<file path="config.mk">
export PLATFORM = sky130hd
export DESIGN_NAME = trapezoid_move_profile_flat
export DESIGN_NICKNAME = d
export VERILOG_FILES = /design/src/sv/tmp_pkg.sv /design/src/sv/tmp_req_if.sv /design/src/sv/tmp_rsp_if.sv /design/src/sv/tmp_csr_if.sv /design/src/sv/tmp_divider.sv /design/src/sv/tmp_datapath.sv /design/src/sv/tmp_ctrl.sv /design/src/sv/trapezoid_move_profile.sv /design/src/flat_wrapper.sv
export SDC_FILE = /design/constraint.sdc
export NUM_CORES = 2
export LEC_CHECK = 0
export BUFFER_PORTS_ARGS = -buffer_cell sky130_fd_sc_hd__buf_2
export CORE_MARGIN = 2
export CORE_UTILIZATION = 30
export CTS_CLUSTER_SIZE = 16
export DETAILED_ROUTE_END_ITERATION = 10
export GPL_ROUTABILITY_DRIVEN = 0
export HOLD_SLACK_MARGIN = 0.08
export PLACE_DENSITY = 0.43
export SLEW_MARGIN = 20
export SYNTH_ARGS = -nofsm -noshare
export SYNTH_HDL_FRONTEND = slang
export SYNTH_SLANG_ARGS = --single-unit
</file>
<file path="constraint.sdc">
create_clock -name clock -period 13.6 [get_ports clock]
set_input_delay 4.08 -clock clock [delete_from_list [all_inputs] [get_ports clock]]
set_output_delay 4.08 -clock clock [all_outputs]
set_load 0.005 [all_outputs]
</file>
<file path="src/sv/tmp_pkg.sv">
// shared types, codes and widths for the trapezoid move profile block
package tmp_pkg;

   localparam int unsigned DataWidth   = 32;
   localparam int unsigned StepWidth   = 16;
   localparam int unsigned OpWidth     = 2;
   localparam int unsigned PhaseWidth  = 3;
   localparam int unsigned CsrIdxWidth = 2;
   localparam int unsigned ProdWidth   = 2 * DataWidth;
   localparam int unsigned DenWidth    = DataWidth + 1;

   localparam logic [DataWidth-1:0] ALL_ONES = '1;

   // motion phase codes
   localparam logic [PhaseWidth-1:0] PH_STAND = 3'd0;
   localparam logic [PhaseWidth-1:0] PH_ACCEL = 3'd1;
   localparam logic [PhaseWidth-1:0] PH_FULL  = 3'd2;
   localparam logic [PhaseWidth-1:0] PH_DECEL = 3'd3;
   localparam logic [PhaseWidth-1:0] PH_HELD  = 3'd4;

   // register indexes
   localparam logic [CsrIdxWidth-1:0] CSR_PEAK = 2'd0;
   localparam logic [CsrIdxWidth-1:0] CSR_RAMP = 2'd1;
   localparam logic [CsrIdxWidth-1:0] CSR_MOVE = 2'd2;

   typedef enum logic [OpWidth-1:0] {
      OP_TICK     = 2'd0,
      OP_START    = 2'd1,
      OP_CONTINUE = 2'd2,
      OP_STOP     = 2'd3
   } opcode_type;

   typedef enum logic [3:0] {
      S_IDLE,
      S_DECODE,
      S_ACC_SPEED,
      S_DEC_SPEED,
      S_MUL_SPEED,
      S_TRAVEL,
      S_CHECK,
      S_SQUARE,
      S_DIV_START,
      S_DIV_WAIT,
      S_FINISH
   } state_type;

   typedef enum logic [2:0] {
      MUL_NONE,
      MUL_RATE_DT,
      MUL_SPEED_DT,
      MUL_SPEED_SQ,
      MUL_PEAK_SQ
   } mul_sel_type;

   typedef enum logic [2:0] {
      SPD_HOLD,
      SPD_ZERO,
      SPD_CRUISE,
      SPD_ADD,
      SPD_SUB
   } speed_op_type;

   typedef enum logic [2:0] {
      TRV_HOLD,
      TRV_ZERO,
      TRV_ADD,
      TRV_TARGET,
      TRV_CARRIED
   } trav_op_type;

   typedef struct packed {
      logic         load_item;
      mul_sel_type  mul_sel;
      speed_op_type speed_op;
      trav_op_type  trav_op;
      logic         start_move;
      logic         enter_full;
      logic         load_target_next;
      logic         load_den_half;
      logic         div_start;
      logic         load_accel;
      logic         load_rsp;
   } cmd_type;

   typedef struct packed {
      logic tr_ge_target;
      logic tr_ge_ramp;
      logic decel_point;
      logic speed_zero;
      logic ramp_cfg_zero;
      logic div_done;
   } stat_type;

endpackage

</file>
<file path="src/sv/tmp_req_if.sv">
// request channel carrying one motion item
interface tmp_req_if;
   import tmp_pkg::*;

   logic                 valid;
   logic                 ready;
   logic [OpWidth-1:0]   opcode;
   logic [StepWidth-1:0] time_step;
   logic                 hold_full_speed;
   logic [DataWidth-1:0] next_distance;
   logic [DataWidth-1:0] carried_distance;

   modport source (
      output valid, opcode, time_step, hold_full_speed, next_distance, carried_distance,
      input  ready
   );
   modport sink (
      input  valid, opcode, time_step, hold_full_speed, next_distance, carried_distance,
      output ready
   );
endinterface

</file>
<file path="src/sv/tmp_rsp_if.sv">
// response channel carrying speed and phase
interface tmp_rsp_if;
   import tmp_pkg::*;

   logic                  valid;
   logic                  ready;
   logic [DataWidth-1:0]  speed;
   logic [PhaseWidth-1:0] phase;

   modport source (output valid, speed, phase, input ready);
   modport sink (input valid, speed, phase, output ready);
endinterface

</file>
<file path="src/sv/tmp_csr_if.sv">
// register write channel
interface tmp_csr_if;
   import tmp_pkg::*;

   logic                   valid;
   logic                   ready;
   logic [CsrIdxWidth-1:0] index;
   logic [DataWidth-1:0]   data;

   modport source (output valid, index, data, input ready);
   modport sink (input valid, index, data, output ready);
endinterface

</file>
<file path="src/sv/tmp_divider.sv">
// saturating restoring divider, 64-bit dividend by twice a 33-bit value
module tmp_divider (
   input  logic                          clock,
   input  logic                          reset,
   input  logic                          start,
   input  logic [tmp_pkg::ProdWidth-1:0] dividend,
   input  logic [tmp_pkg::DenWidth-1:0]  divisor,
   output logic [tmp_pkg::DataWidth-1:0] quotient,
   output logic                          done
);
   import tmp_pkg::*;

   localparam int unsigned RemWidth = DenWidth + 1;
   localparam int unsigned CntWidth = $clog2(DataWidth);
   localparam logic [CntWidth-1:0] LastCnt = CntWidth'(DataWidth - 1);

   logic                 busy_ff, busy_in;
   logic                 done_ff, done_in;
   logic [CntWidth-1:0]  cnt_ff, cnt_in;
   logic [RemWidth-1:0]  rem_ff, rem_in;
   logic [RemWidth-1:0]  dsr_ff, dsr_in;
   logic [DataWidth-1:0] quo_ff, quo_in;

   logic [RemWidth-1:0]  d2;
   logic [RemWidth-1:0]  hi_ext;
   logic [RemWidth:0]    trial;
   logic                 fits;

   assign d2     = {divisor, 1'b0};
   assign hi_ext = {2'b00, dividend[ProdWidth-1:DataWidth]};
   assign trial  = {rem_ff, quo_ff[DataWidth-1]};
   assign fits   = trial >= {1'b0, dsr_ff};

   always_comb begin
      busy_in = busy_ff;
      done_in = 1'b0;
      cnt_in  = cnt_ff;
      rem_in  = rem_ff;
      dsr_in  = dsr_ff;
      quo_in  = quo_ff;
      if (start) begin
         dsr_in = d2;
         cnt_in = '0;
         // high half at or above twice the divisor means the quotient overflows 32 bits
         if (hi_ext >= d2) begin
            quo_in  = ALL_ONES;
            done_in = 1'b1;
         end else begin
            rem_in  = hi_ext;
            quo_in  = dividend[DataWidth-1:0];
            busy_in = 1'b1;
         end
      end else if (busy_ff) begin
         if (fits) begin
            rem_in = RemWidth'(trial - {1'b0, dsr_ff});
         end else begin
            rem_in = trial[RemWidth-1:0];
         end
         quo_in = {quo_ff[DataWidth-2:0], fits};
         cnt_in = cnt_ff + 1'b1;
         if (cnt_ff == LastCnt) begin
            busy_in = 1'b0;
            done_in = 1'b1;
         end
      end
   end

   always_ff @(posedge clock) begin
      if (reset) begin
         busy_ff <= 1'b0;
         done_ff <= 1'b0;
         cnt_ff  <= '0;
      end else begin
         busy_ff <= busy_in;
         done_ff <= done_in;
         cnt_ff  <= cnt_in;
      end
      rem_ff <= rem_in;
      dsr_ff <= dsr_in;
      quo_ff <= quo_in;
   end

   assign quotient = quo_ff;
   assign done     = done_ff;

endmodule

</file>
<file path="src/sv/tmp_datapath.sv">
// speed, distance and rate registers with the shared multiplier and divider
module tmp_datapath (
   input  logic                            clock,
   input  logic                            reset,
   input  logic                            csr_write,
   input  logic [tmp_pkg::CsrIdxWidth-1:0] csr_index,
   input  logic [tmp_pkg::DataWidth-1:0]   csr_data,
   input  logic [tmp_pkg::StepWidth-1:0]   time_step,
   input  logic [tmp_pkg::DataWidth-1:0]   next_distance,
   input  logic [tmp_pkg::DataWidth-1:0]   carried_distance,
   input  tmp_pkg::cmd_type                cmd,
   output tmp_pkg::stat_type               stat,
   output logic [tmp_pkg::DataWidth-1:0]   rsp_speed
);
   import tmp_pkg::*;

   localparam int unsigned StepLsb = StepWidth;
   localparam int unsigned StepMsb = StepWidth + DataWidth - 1;

   logic [DataWidth-1:0] peak_ff, peak_in;
   logic [DataWidth-1:0] ramp_cfg_ff, ramp_cfg_in;
   logic [DataWidth-1:0] move_ff, move_in;
   logic [StepWidth-1:0] dt_ff, dt_in;
   logic [DataWidth-1:0] next_ff, next_in;
   logic [DataWidth-1:0] carried_ff, carried_in;
   logic [DataWidth-1:0] speed_ff, speed_in;
   logic [DataWidth-1:0] trav_ff, trav_in;
   logic [DataWidth-1:0] accel_ff, accel_in;
   logic [DataWidth-1:0] cruise_ff, cruise_in;
   logic [DataWidth-1:0] ramp_used_ff, ramp_used_in;
   logic [DataWidth-1:0] target_ff, target_in;
   logic [DenWidth-1:0]  den_ff, den_in;
   logic [ProdWidth-1:0] mul_ff, mul_in;
   logic [DataWidth-1:0] rsp_speed_ff, rsp_speed_in;

   logic [DataWidth-1:0] mul_a, mul_b;
   logic [DataWidth-1:0] step_term;
   logic [DataWidth-2:0] half_term;
   logic [DataWidth:0]   spd_sum, trav_sum;
   logic [DataWidth-1:0] spd_add, spd_sub, trav_add;
   logic [DataWidth-1:0] div_quotient;
   logic                 div_done;

   tmp_divider u_divider (
      .clock    (clock),
      .reset    (reset),
      .start    (cmd.div_start),
      .dividend (mul_ff),
      .divisor  (den_ff),
      .quotient (div_quotient),
      .done     (div_done)
   );

   // one shared multiplier; products with the step are Q16.16 times Q0.16
   always_comb begin
      case (cmd.mul_sel)
         MUL_RATE_DT: begin
            mul_a = accel_ff;
            mul_b = DataWidth'(dt_ff);
         end
         MUL_SPEED_DT: begin
            mul_a = speed_ff;
            mul_b = DataWidth'(dt_ff);
         end
         MUL_SPEED_SQ: begin
            mul_a = speed_ff;
            mul_b = speed_ff;
         end
         MUL_PEAK_SQ: begin
            mul_a = peak_ff;
            mul_b = peak_ff;
         end
         default: begin
            mul_a = '0;
            mul_b = '0;
         end
      endcase
   end

   assign mul_in    = (cmd.mul_sel == MUL_NONE) ? mul_ff
                                                : ProdWidth'(mul_a) * ProdWidth'(mul_b);
   assign step_term = mul_ff[StepMsb:StepLsb];
   assign half_term = mul_ff[StepMsb:StepLsb+1];

   assign spd_sum  = {1'b0, speed_ff} + {1'b0, step_term};
   assign trav_sum = {1'b0, trav_ff} + {1'b0, step_term};
   assign spd_add  = spd_sum[DataWidth] ? ALL_ONES : spd_sum[DataWidth-1:0];
   assign trav_add = trav_sum[DataWidth] ? ALL_ONES : trav_sum[DataWidth-1:0];
   assign spd_sub  = (step_term >= speed_ff) ? '0 : speed_ff - step_term;

   always_comb begin
      peak_in     = peak_ff;
      ramp_cfg_in = ramp_cfg_ff;
      move_in     = move_ff;
      if (csr_write) begin
         case (csr_index)
            CSR_PEAK: peak_in     = csr_data;
            CSR_RAMP: ramp_cfg_in = csr_data;
            CSR_MOVE: move_in     = csr_data;
            default:  ;
         endcase
      end

      dt_in      = cmd.load_item ? time_step : dt_ff;
      next_in    = cmd.load_item ? next_distance : next_ff;
      carried_in = cmd.load_item ? carried_distance : carried_ff;

      case (cmd.speed_op)
         SPD_ZERO:   speed_in = '0;
         SPD_CRUISE: speed_in = cruise_ff;
         SPD_ADD:    speed_in = spd_add;
         SPD_SUB:    speed_in = spd_sub;
         default:    speed_in = speed_ff;
      endcase

      case (cmd.trav_op)
         TRV_ZERO:    trav_in = '0;
         TRV_ADD:     trav_in = trav_add;
         TRV_TARGET:  trav_in = target_ff;
         TRV_CARRIED: trav_in = carried_ff;
         default:     trav_in = trav_ff;
      endcase

      cruise_in    = cruise_ff;
      ramp_used_in = ramp_used_ff;
      target_in    = target_ff;
      den_in       = den_ff;
      if (cmd.start_move) begin
         cruise_in    = peak_ff;
         ramp_used_in = ramp_cfg_ff;
         target_in    = move_ff;
         den_in       = {1'b0, ramp_cfg_ff};
      end
      if (cmd.enter_full) begin
         cruise_in    = speed_ff;
         ramp_used_in = trav_ff;
      end
      if (cmd.load_target_next) begin
         target_in = next_ff;
      end
      // ramp plus half a step of travel at the current speed
      if (cmd.load_den_half) begin
         den_in = {1'b0, ramp_used_ff} + {2'b00, half_term};
      end

      accel_in     = cmd.load_accel ? div_quotient : accel_ff;
      rsp_speed_in = cmd.load_rsp ? speed_ff : rsp_speed_ff;
   end

   always_ff @(posedge clock) begin
      if (reset) begin
         peak_ff      <= '0;
         ramp_cfg_ff  <= '0;
         move_ff      <= '0;
         speed_ff     <= '0;
         trav_ff      <= '0;
         accel_ff     <= '0;
         cruise_ff    <= '0;
         ramp_used_ff <= '0;
         target_ff    <= '0;
      end else begin
         peak_ff      <= peak_in;
         ramp_cfg_ff  <= ramp_cfg_in;
         move_ff      <= move_in;
         speed_ff     <= speed_in;
         trav_ff      <= trav_in;
         accel_ff     <= accel_in;
         cruise_ff    <= cruise_in;
         ramp_used_ff <= ramp_used_in;
         target_ff    <= target_in;
      end
      dt_ff        <= dt_in;
      next_ff      <= next_in;
      carried_ff   <= carried_in;
      den_ff       <= den_in;
      mul_ff       <= mul_in;
      rsp_speed_ff <= rsp_speed_in;
   end

   assign stat.tr_ge_target  = trav_ff >= target_ff;
   assign stat.tr_ge_ramp    = trav_ff >= ramp_used_ff;
   assign stat.decel_point   = ({1'b0, trav_ff} + {1'b0, ramp_used_ff}) >= {1'b0, target_ff};
   assign stat.speed_zero    = speed_ff == '0;
   assign stat.ramp_cfg_zero = ramp_cfg_ff == '0;
   assign stat.div_done      = div_done;

   assign rsp_speed = rsp_speed_ff;

endmodule

</file>
<file path="src/sv/tmp_ctrl.sv">
// sequencing state machine, motion phase and response valid
module tmp_ctrl (
   input  logic                           clock,
   input  logic                           reset,
   input  logic                           req_valid,
   output logic                           req_ready,
   input  logic [tmp_pkg::OpWidth-1:0]    req_opcode,
   input  logic                           req_hold,
   output logic                           rsp_valid,
   input  logic                           rsp_ready,
   output logic [tmp_pkg::PhaseWidth-1:0] rsp_phase,
   output tmp_pkg::cmd_type               cmd,
   input  tmp_pkg::stat_type              stat
);
   import tmp_pkg::*;

   state_type             state_ff, state_in;
   logic [PhaseWidth-1:0] phase_ff, phase_in;
   opcode_type            op_ff, op_in;
   logic                  hold_ff, hold_in;
   logic                  rsp_valid_ff, rsp_valid_in;
   logic [PhaseWidth-1:0] rsp_phase_ff, rsp_phase_in;
   logic                  accept;
   logic                  out_free;

   assign req_ready = state_ff == S_IDLE;
   assign accept    = req_valid && req_ready;
   assign out_free  = !rsp_valid_ff || rsp_ready;

   always_ff @(posedge clock) begin
      if (reset) begin
         state_ff     <= S_IDLE;
         phase_ff     <= PH_STAND;
         rsp_valid_ff <= 1'b0;
      end else begin
         state_ff     <= state_in;
         phase_ff     <= phase_in;
         rsp_valid_ff <= rsp_valid_in;
      end
      op_ff        <= op_in;
      hold_ff      <= hold_in;
      rsp_phase_ff <= rsp_phase_in;
   end

   always_comb begin
      state_in     = state_ff;
      phase_in     = phase_ff;
      op_in        = op_ff;
      hold_in      = hold_ff;
      rsp_phase_in = rsp_phase_ff;
      rsp_valid_in = rsp_valid_ff && !rsp_ready;

      cmd.load_item        = 1'b0;
      cmd.mul_sel          = MUL_NONE;
      cmd.speed_op         = SPD_HOLD;
      cmd.trav_op          = TRV_HOLD;
      cmd.start_move       = 1'b0;
      cmd.enter_full       = 1'b0;
      cmd.load_target_next = 1'b0;
      cmd.load_den_half    = 1'b0;
      cmd.div_start        = 1'b0;
      cmd.load_accel       = 1'b0;
      cmd.load_rsp         = 1'b0;

      case (state_ff)
         S_IDLE: begin
            if (accept) begin
               op_in         = opcode_type'(req_opcode);
               hold_in       = req_hold;
               cmd.load_item = 1'b1;
               state_in      = S_DECODE;
            end
         end

         S_DECODE: begin
            state_in = S_FINISH;
            case (op_ff)
               OP_START: begin
                  cmd.start_move = 1'b1;
                  cmd.speed_op   = SPD_ZERO;
                  cmd.trav_op    = TRV_ZERO;
                  cmd.mul_sel    = MUL_PEAK_SQ;
                  if (stat.ramp_cfg_zero) begin
                     phase_in = PH_FULL;
                  end else begin
                     state_in = S_DIV_START;
                  end
               end
               OP_CONTINUE: begin
                  if (phase_ff == PH_HELD) begin
                     cmd.load_target_next = 1'b1;
                     cmd.trav_op          = TRV_CARRIED;
                     phase_in             = PH_FULL;
                  end
               end
               OP_STOP: begin
                  cmd.speed_op = SPD_ZERO;
                  phase_in     = PH_STAND;
               end
               default: begin
                  case (phase_ff)
                     PH_ACCEL: begin
                        cmd.mul_sel = MUL_RATE_DT;
                        state_in    = S_ACC_SPEED;
                     end
                     PH_FULL: begin
                        cmd.speed_op = SPD_CRUISE;
                        state_in     = S_MUL_SPEED;
                     end
                     PH_DECEL: begin
                        cmd.mul_sel = MUL_RATE_DT;
                        state_in    = S_DEC_SPEED;
                     end
                     PH_STAND: cmd.speed_op = SPD_ZERO;
                     default:  ;
                  endcase
               end
            endcase
         end

         S_ACC_SPEED: begin
            cmd.speed_op = SPD_ADD;
            state_in     = S_MUL_SPEED;
         end

         S_DEC_SPEED: begin
            cmd.speed_op = SPD_SUB;
            state_in     = S_MUL_SPEED;
         end

         S_MUL_SPEED: begin
            cmd.mul_sel = MUL_SPEED_DT;
            state_in    = S_TRAVEL;
         end

         S_TRAVEL: begin
            cmd.trav_op = TRV_ADD;
            state_in    = S_CHECK;
         end

         S_CHECK: begin
            state_in = S_FINISH;
            case (phase_ff)
               PH_ACCEL, PH_FULL: begin
                  if (stat.tr_ge_target) begin
                     if (hold_ff) begin
                        phase_in = PH_HELD;
                     end else begin
                        cmd.trav_op  = TRV_TARGET;
                        cmd.speed_op = SPD_ZERO;
                        phase_in     = PH_STAND;
                     end
                  end else if (phase_ff == PH_ACCEL) begin
                     if (stat.tr_ge_ramp) begin
                        cmd.enter_full = 1'b1;
                        phase_in       = PH_FULL;
                     end
                  end else if (stat.decel_point && !hold_ff) begin
                     cmd.load_den_half = 1'b1;
                     state_in          = S_SQUARE;
                  end
               end
               PH_DECEL: begin
                  if (stat.tr_ge_target || stat.speed_zero) begin
                     cmd.trav_op  = TRV_TARGET;
                     cmd.speed_op = SPD_ZERO;
                     phase_in     = PH_STAND;
                  end
               end
               default: ;
            endcase
         end

         S_SQUARE: begin
            cmd.mul_sel = MUL_SPEED_SQ;
            state_in    = S_DIV_START;
         end

         S_DIV_START: begin
            cmd.div_start = 1'b1;
            state_in      = S_DIV_WAIT;
         end

         S_DIV_WAIT: begin
            if (stat.div_done) begin
               cmd.load_accel = 1'b1;
               phase_in       = (op_ff == OP_START) ? PH_ACCEL : PH_DECEL;
               state_in       = S_FINISH;
            end
         end

         S_FINISH: begin
            if (out_free) begin
               cmd.load_rsp = 1'b1;
               rsp_phase_in = phase_ff;
               rsp_valid_in = 1'b1;
               state_in     = S_IDLE;
            end
         end

         default: state_in = S_IDLE;
      endcase
   end

   assign rsp_valid = rsp_valid_ff;
   assign rsp_phase = rsp_phase_ff;

   a_div_done_in_wait: assert property (@(posedge clock) disable iff (reset)
      stat.div_done |-> state_ff == S_DIV_WAIT)
      else $error("divider finished outside its wait state");

   a_accept_decodes: assert property (@(posedge clock) disable iff (reset)
      (state_ff == S_IDLE && req_valid) |=> state_ff == S_DECODE)
      else $error("accepted item not decoded");

   a_stand_has_no_speed: assert property (@(posedge clock) disable iff (reset)
      (state_ff == S_FINISH && phase_ff == PH_STAND) |-> stat.speed_zero)
      else $error("standing phase with nonzero speed");

   a_rsp_from_finish: assert property (@(posedge clock) disable iff (reset)
      $rose(rsp_valid_ff) |-> $past(state_ff) == S_FINISH)
      else $error("response raised outside finish state");

endmodule

</file>
<file path="src/sv/trapezoid_move_profile.sv">
// top level of the trapezoidal move profile generator
//
// req_chan takes one item per transfer: tick (integrate over time_step),
// start (load peak speed, ramp and move length from the registers),
// continue (resume a move held at full speed) or stop.
// every request gives exactly one transfer on rsp_chan with the speed and
// motion phase after that item. csr_chan writes peak_speed, ramp_distance
// and move_distance; it is always ready and is meant for idle periods.
// a request goes from decode straight to finish for stop, continue and
// ticks while standing or held; a tick at full speed passes the speed
// multiply, travel and check steps first, and an accelerating or
// decelerating tick adds a speed update before them; a start with a nonzero
// ramp runs the 32-step divider, as does the tick that begins braking after
// squaring the speed (the divider steps are skipped when the quotient
// saturates). one item is in flight at a time and the next request can
// transfer in the same cycle that rsp valid rises; braking is the slowest.
// a finished response sits in an output register, so the next request is
// taken while rsp_chan stalls; that request then waits at its last step
// until the register frees up.
// synchronous reset clears the configuration registers and motion state to
// zero and the phase to standing, and drops rsp valid.
module trapezoid_move_profile (
   input  logic        clock,
   input  logic        reset,
   tmp_req_if.sink     req_chan,
   tmp_rsp_if.source   rsp_chan,
   tmp_csr_if.sink     csr_chan
);
   import tmp_pkg::*;

   cmd_type  cmd;
   stat_type stat;
   logic     csr_write;

   // register writes are always accepted and never stalled
   assign csr_chan.ready = 1'b1;
   assign csr_write      = csr_chan.valid && csr_chan.ready;

   // controller owns the handshakes, the motion phase and the sequencing
   tmp_ctrl u_ctrl (
      .clock      (clock),
      .reset      (reset),
      .req_valid  (req_chan.valid),
      .req_ready  (req_chan.ready),
      .req_opcode (req_chan.opcode),
      .req_hold   (req_chan.hold_full_speed),
      .rsp_valid  (rsp_chan.valid),
      .rsp_ready  (rsp_chan.ready),
      .rsp_phase  (rsp_chan.phase),
      .cmd        (cmd),
      .stat       (stat)
   );

   // datapath holds speed, distance, rate state, the multiplier and divider
   tmp_datapath u_datapath (
      .clock            (clock),
      .reset            (reset),
      .csr_write        (csr_write),
      .csr_index        (csr_chan.index),
      .csr_data         (csr_chan.data),
      .time_step        (req_chan.time_step),
      .next_distance    (req_chan.next_distance),
      .carried_distance (req_chan.carried_distance),
      .cmd              (cmd),
      .stat             (stat),
      .rsp_speed        (rsp_chan.speed)
   );

endmodule
</file>
<file path="src/flat_wrapper.sv">
// flat-port wrapper written by rule: the top's interface ports become plain ports
module trapezoid_move_profile_flat import tmp_pkg::*;
  (clock, reset, req_chan_valid, req_chan_opcode, req_chan_time_step, req_chan_hold_full_speed, req_chan_next_distance, req_chan_carried_distance, req_chan_ready, rsp_chan_valid, rsp_chan_speed, rsp_chan_phase, rsp_chan_ready, csr_chan_valid, csr_chan_index, csr_chan_data, csr_chan_ready);
  tmp_req_if req_chan_i ();
  tmp_rsp_if rsp_chan_i ();
  tmp_csr_if csr_chan_i ();
  input  logic clock;
  input  logic reset;
  input wire logic [$bits(req_chan_i.valid)-1:0] req_chan_valid;
  input wire logic [$bits(req_chan_i.opcode)-1:0] req_chan_opcode;
  input wire logic [$bits(req_chan_i.time_step)-1:0] req_chan_time_step;
  input wire logic [$bits(req_chan_i.hold_full_speed)-1:0] req_chan_hold_full_speed;
  input wire logic [$bits(req_chan_i.next_distance)-1:0] req_chan_next_distance;
  input wire logic [$bits(req_chan_i.carried_distance)-1:0] req_chan_carried_distance;
  output wire logic [$bits(req_chan_i.ready)-1:0] req_chan_ready;
  output wire logic [$bits(rsp_chan_i.valid)-1:0] rsp_chan_valid;
  output wire logic [$bits(rsp_chan_i.speed)-1:0] rsp_chan_speed;
  output wire logic [$bits(rsp_chan_i.phase)-1:0] rsp_chan_phase;
  input wire logic [$bits(rsp_chan_i.ready)-1:0] rsp_chan_ready;
  input wire logic [$bits(csr_chan_i.valid)-1:0] csr_chan_valid;
  input wire logic [$bits(csr_chan_i.index)-1:0] csr_chan_index;
  input wire logic [$bits(csr_chan_i.data)-1:0] csr_chan_data;
  output wire logic [$bits(csr_chan_i.ready)-1:0] csr_chan_ready;
  assign req_chan_i.valid = req_chan_valid;
  assign req_chan_i.opcode = req_chan_opcode;
  assign req_chan_i.time_step = req_chan_time_step;
  assign req_chan_i.hold_full_speed = req_chan_hold_full_speed;
  assign req_chan_i.next_distance = req_chan_next_distance;
  assign req_chan_i.carried_distance = req_chan_carried_distance;
  assign req_chan_ready = req_chan_i.ready;
  assign rsp_chan_valid = rsp_chan_i.valid;
  assign rsp_chan_speed = rsp_chan_i.speed;
  assign rsp_chan_phase = rsp_chan_i.phase;
  assign rsp_chan_i.ready = rsp_chan_ready;
  assign csr_chan_i.valid = csr_chan_valid;
  assign csr_chan_i.index = csr_chan_index;
  assign csr_chan_i.data = csr_chan_data;
  assign csr_chan_ready = csr_chan_i.ready;
  trapezoid_move_profile u_core (.clock(clock), .reset(reset), .req_chan(req_chan_i), .rsp_chan(rsp_chan_i), .csr_chan(csr_chan_i));
endmodule
</file>
# Yosys cells after proc, flatten, opt, wreduce, memory -nomap -nowiden
# Cells that the tools add are included.
[classes] addsub=7 multipliers=1 magnitude_cmp=6 n_eq_ne=43 muxes=90 reduce_logical=37
[op_table] cell="2-to-1 mux 32 bit" n=12
[op_table] cell="one-hot mux 32 bit (4 select lines)" n=2
[op_table] cell="one-hot mux 32 bit (3 select lines)" n=2
[op_table] cell="2-to-1 mux 34 bit" n=4
[op_table] cell="adder 32 x 32 -> 33 bit" n=3
[op_table] cell="greater-or-equal comparator 32 bit" n=3
[op_table] cell="2-to-1 mux 33 bit" n=2
[op_table] cell="logical NOT 32 bit" n=2
[op_table] cell="multiplier 32 x 32 -> 64 bit" n=1
[op_table] cell="2-to-1 mux 4 bit" n=10
[op_table] cell="one-hot mux 4 bit (10 select lines)" n=1
[op_table] cell="one-hot mux 3 bit (3 select lines)" n=4
[op_table] cell="greater-or-equal comparator 35 x 34 -> 1 bit" n=1
[op_table] cell="greater-or-equal comparator 32 x 34 -> 1 bit" n=1
[op_table] cell="subtractor 34 bit" n=1
[op_table] cell="adder 32 x 31 -> 33 bit" n=1
[op_table] cell="greater-or-equal comparator 33 x 32 -> 1 bit" n=1
[op_table] cell="2-to-1 mux 1 bit" n=33
[op_table] cell="subtractor 32 bit" n=1
[op_table] cell="2-to-1 mux 3 bit" n=9
[op_table] cell="equality test 3 x 2 -> 1 bit, second input constant" n=8
[op_table] cell="one-hot mux 3 bit (2 select lines)" n=3
[op_table] cell="equality test 4 x 3 -> 1 bit, second input constant" n=4
[op_table] cell="one-hot mux 4 bit (2 select lines)" n=2
[op_table] cell="34 further kinds" n=73
[totals] reg_bits=617 inputBits=122 out_inout_bits=38 word_cells=211

# Logic depth before layout (Yosys ltp)
[logic_depth] depth_word=9 mapped_depth=38 depth_no_buf=34

# Hierarchy
# A second synthesis with hierarchy kept.
[unflattened] cells_unflattened=7879 area_unflattened_um2=70159.8
[modules_own_cells] mod="tmp_datapath" n_inst=1 cells_per_inst=6977 area_each_um2=61667.9 seq_area_each_um2=12041.5
[modules_own_cells] mod="tmp_divider" n_inst=1 cells_per_inst=764 area_each_um2=7359.6 seq_area_each_um2=3113.0
[modules_own_cells] mod="tmp_ctrl" n_inst=1 cells_per_inst=136 area_each_um2=1121.1 seq_area_each_um2=340.3
[modules_own_cells] mod="trapezoid_move_profile" n_inst=1 cells_per_inst=2 area_each_um2=11.3 seq_area_each_um2=0.0

# Least setup slack after synthesis
# Ideal clock, no wire load.
[synth_path] path_kind="reg-to-reg" startpoint="register u_core.u_ctrl.op_ff[0]" endpoint="register u_core.u_datapath.mul_ff[62] (data pin)" setup_time_ps=258 t_arrival_ps=8703 required_ps=13342 path_slack_ps=4640 path_stages_with_launch=34 synth_period_minus_slack_ps=8960 path_cell_list="edfxtp_1 inv_1 ha_1 nand3b_1 nor3_1 clkbuf_1 buf_1 nand2_1 nand2_1 clkbuf_1 nand2_1 fa_1 inv_1 fa_1 inv_1 fa_1 fa_1 inv_1 fa_1 fa_1 fa_1 fa_1 ha_1 clkbuf_1 a21o_1 a21o_1 a221oi_1 o31a_1 o2111a_1 a211o_1 nand2_1 a221o_1 a21oi_1 xnor2_1"
[synth_via] elab_chain_len=8 word_cells_on_any_way=15 classes_between="mul: 1; eq/ne: 7; mux: 4; reduce/logical: 3"
[synth_lines] element="start, declared" line_no="tmp_ctrl.sv:19" text="opcode_type op_ff, op_in;"
[synth_lines] element="start signal, assigned" line_no="tmp_ctrl.sv:40" text="op_ff <= op_in;"
[synth_lines] element="equality test 2 bit" line_no="tmp_ctrl.sv:77" text="case (op_ff)"
[synth_lines] element="OR reduction 2 bit (no source line)"
[synth_lines] element="one-hot mux 3 bit (2 select lines) (*)" line_no="tmp_ctrl.sv:77"
[synth_lines] element="one-hot mux 3 bit (3 select lines) (*)" line_no="tmp_ctrl.sv:65" text="case (state_ff)"
[synth_lines] element="equality test 3 x 2 -> 1 bit or equality test 3 x 1 -> 1 bit (tied branches)" line_no="tmp_datapath.sv:56" text="case (cmd.mul_sel)"
[synth_lines] element="OR reduction 2 bit (no source line)"
[synth_lines] element="one-hot mux 32 bit (3 select lines)" line_no="tmp_datapath.sv:56"
[synth_lines] element="multiplier 32 x 32 -> 64 bit (*)" line_no="tmp_datapath.sv:81" text=": ProdWidth'(mul_a) * ProdWidth'(mul_b);"
[synth_lines] element="end signal, assigned" line_no="tmp_datapath.sv:176" text="mul_ff <= mul_in;"
[synth_lines] element="end, declared" line_no="tmp_datapath.sv:33" text="logic [ProdWidth-1:0] mul_ff, mul_in;"
# Every way passes the cells marked *; elsewhere a longest branch is shown, timed or not.
# A chain may end at the register's enable or synchronous reset.

# Final worst setup path
[layout_path] startpoint="register u_core.u_ctrl.state_ff[1]" endpoint="register u_core.u_datapath.mul_ff[57] (data pin)"
[layout_via] elab_chain_len=6 word_cells_on_any_way=13 classes_between="mul: 1; eq/ne: 7; mux: 3; reduce/logical: 2"
[layout_lines] element="start, declared" line_no="tmp_ctrl.sv:17" text="state_type state_ff, state_in;"
[layout_lines] element="start signal, assigned" line_no="tmp_ctrl.sv:36" text="state_ff <= state_in;"
[layout_lines] element="equality test 4 x 3 -> 1 bit or equality test 4 x 1 -> 1 bit (tied branches)" line_no="tmp_ctrl.sv:65"
[layout_lines] element="one-hot mux 3 bit (3 select lines) (*)" line_no="tmp_ctrl.sv:65"
[layout_lines] element="equality test 3 x 2 -> 1 bit or equality test 3 x 1 -> 1 bit (tied branches)" line_no="tmp_datapath.sv:56"
[layout_lines] element="OR reduction 2 bit (no source line)"
[layout_lines] element="one-hot mux 32 bit (3 select lines)" line_no="tmp_datapath.sv:56"
[layout_lines] element="multiplier 32 x 32 -> 64 bit (*)" line_no="tmp_datapath.sv:81"
# Marks and branches as above.

==> run summary <==
Counting flops and latches in the post-synthesis netlist gives a little over 600. The highest cell delay on the worst timing path is 1.09 ns. The remaining global-route overflow came out at 0. In this run, CTS created clock tree buffers numbering 78. Setup repair after global routing left no endpoint under its margin.

The overall die area is between 0.2 and 0.25 mm2. The DRC violation count after routing came out at 0. The number of standard cells in the layout, taps in and fillers out came out at around 11000.

The vertical die dimension came out at just under 500 um. The reg-to-reg critical path startpoint is u_core.u_ctrl.state_ff[1]. The worst hold path begins at u_core.u_datapath.den_ff[32]. The starting density of the core is 30.1%. The first global-routing pass estimated 401000 um of wire. The buffer type at the clock tree root is clkbuf_16. Post-CTS timing repair inserted 0 buffers for setup.

The post-synthesis instance area is approximately 0.07 mm2. The final hold violation count came out at 0. Sequential elements use about 22% of the synthesized area. In the synthesized netlist, the cells that appear most often are 1176 x inv_1, 927 x nand2_1, 906 x nor2_1. The critical path starts at u_core.u_ctrl.state_ff[1]. The critical path is of the reg -> reg type.

The total iterations of the first detailed-routing run came out at 6. The via count of the first global-routing pass is roughly 58000. Data on the critical path arrives at its endpoint at 11.84 ns.

The worst-case vdd ir drop is about 0.00011 V. The required time reported for the critical path endpoint came out at 14.06 ns. In the post-synthesis netlist, the biggest area contributors are fa_1 26%, edfxtp_1 14%, ha_1 11%. The wire length per cell came out at ~25 um.

The number of nets produced by synthesis is 9315. The area growth from synthesis to layout is 10.1%. The post-route clock period utilization is 83.7%. Summed over all layers, the routed wires come to about 270000 um. The top-level I/O count came out at 160.

STA classifies the critical path endpoint as a register. The post-cts sizing count came out at 0. The slew of the pin with the lowest slew margin is 1.22 ns. The number of antenna violations at the first check in global routing came out at 15. Entering global routing, the biggest net connects 112 pins.

The worst clock skew on the final layout came out at between 0.07 and 0.08 ns. For this block, the via count after detailed routing is 55912. The most frequent cell after synthesis is inv_1.

Summed over all instances, the cell type with the most area after synthesis is fa_1. The final antenna-violating net count came out at 0. Of all flip-flops after synthesis, the portion carrying an async set or reset was 0%. Counting every instance in the synthesized netlist gives about 7700. In this run the number of H-tree levels came out at 3. The number of vias per cell after detailed routing came out at a little over 5. Measured against its own limit, the worst slew margin works out to between 15 and 20%.

In this run the worst hold path is classified as reg -> reg. The maximum frequency from static timing analysis is roughly 88 MHz. The per-instance average area after synthesis is between 8 and 9 um2. The minimum period implied by the final worst setup slack came out at roughly 11 ns. STA classifies the critical path startpoint as a register. The setup-violating endpoint count in the final report is 0. The dominant cell type by count on the critical path is fa_1. The final design utilization came out at 33.1%.

After synthesis, the largest area contributor takes up between 20% and 30% of total cell area. The source-to-sink clock delay at the later pin of the worst-skew pair is around 0.74 ns. The floorplan has 176 rows. Max-cap violations in this run came to 0. The HPWL after detailed placement came out at roughly 210000 um. The post-route cell area came out at ~0.076 mm2. The maximum net fanout on the critical path came out at 20. Among all flip-flop cells after synthesis, the most frequent one is edfxtp_1. The final net count came out at 9300. During placement, the flow inserted port buffers numbering 158. In this run the standard cell core region covers ~0.23 mm2. The cell area reported after detailed placement is about 0.073 mm2. The number of warning messages in the yosys log came out at 0. Setup total negative slack on the finished layout was measured at 0 ns. The maximum root-to-sink buffer count came out at 3.

The total clock sinks came out at between 600 and 700. The count of hold-fix buffers inserted at cts is 0. The flow ran to the end, and the final reports show no timing, DRC or antenna violations.

The floorplan step set the die width to a little under 500 um. The total leakage power came out at between 30 and 40 nW. The number of synthesized flops with an enable pin came out at ~310. The slowest cell on the critical path is clkinv_1.

The share of post-route cells with drive strength above 1 came out at under 10%. Power spread over the standard cell area amounts to around 99 mW/mm2. The placed instance count is 10632. The detailed router finished its first iteration with roughly 4400 violations. The final-report max-slew violation count is 0. After clock tree synthesis, the clock-pin slew on the worst setup and hold paths is ~0.060 ns. For this run, the total global-route usage over all layers was measured as between 20% and 30%. The number of distinct library cell variants in the gate-level netlist after synthesis came out at between 90 and 100. TritonCTS built the clock tree.
==> worst max-delay path, delay by kind of cell (launching register included) <==
family | cells | cell delay, ns
and+or+nand+nor | 6 | 1.59
xor gates and xnor gates | 1 | 0.06
DFF | 1 | 0.64
AOI/OAI and AO/OA | 7 | 2.68
buffers and inverters | 6 | 1.71
adders and majority gates | 9 | 4.40
==> flip-flops by register name, summed over array words and instances (netlist names), 33 cells and up <==
name,flops
u_core.u_datapath.u_divider.rem_ff,34
u_core.u_datapath.mul_ff,64
u_core.u_datapath.u_divider.dsr_ff,33
u_core.u_datapath.den_ff,33
==> metal layers <==
layer  vias up  GRT usage, %  part of all wire, %
met5         -             0                    0
met4         0          9.35                  4.7
met3       357          3.02                  5.3
met2      1778          38.0                   46
met1     28615          30.7                   44
li1      25162             -                    -
==> through the flow <==
step / setup slack (ns) / power [mW] / hold slack (ns)
floorplan: 4.64 / 4.27 / 0.406
global placement: 2.39 / 5.28 / 0.436
detailed placement: 2.33 / 5.28 / 0.442
CTS: 2.32 / 7.55 / 0.454
global route: 1.74 / 7.89 / 0.472
finish: 2.22 / 7.50 / 0.452
==> worst paths after layout <==
kind,to,slack (ns),depth (start not counted)
worst max-delay path,u_core.u_datapath.mul_ff[57],2.22,29
worst min-delay path,u_core.u_datapath.u_divider.dsr_ff[33],0.45,0
worst max register to register,u_core.u_datapath.mul_ff[57],2.22,29
worst min register to register,u_core.u_datapath.u_divider.dsr_ff[33],0.45,0
==> layout make-up <==
cell class,count,area (um2)
multi-input cells,5512,47700
diodes,2,5.00
fillers,23928,153000
clock inverters,53,663
flip-flops and latches,617,15500
repair buffers,296,1840
well taps,3026,3790
clock buffers,93,2050
inverters,1181,4430
==> power breakdown <==
part	total, mW	internal, mW	switching, mW
combinational	2.59	0.844	1.75
clock	2.24	1.29	0.949
sequential	2.68	2.38	0.298
==> placed cells by master, fill, tap and decap left out, types with 150 or more instances in the layout <==
master	n
o21ai_0	225
fa_1	902
nand2_1	924
edfxtp_1	314
buf_2	157
ha_1	590
a21oi_1	399
dfxtp_1	303
inv_1	1174
a21o_1	150
nor2_1	901
==> cell families (layout without fill, tap and decap cells) <==
logic type               after synthesis  in the layout  synth area share (%)
multiplexers                         163            163                  2.41
XOR/XNOR                             215            215                  2.73
flip-flops                           617            617                  22.4
AND/OR/NAND/NOR                     2257           2257                  13.7
buffers and inverters               1572           1623                  8.62
other                                  1              3               0.00543
AO/OA/AOI/OAI                       1384           1384                  13.2
adder cells (fa/ha/maj)             1492           1492                  36.9
Note: power is estimated with default switching activity, not from simulation.
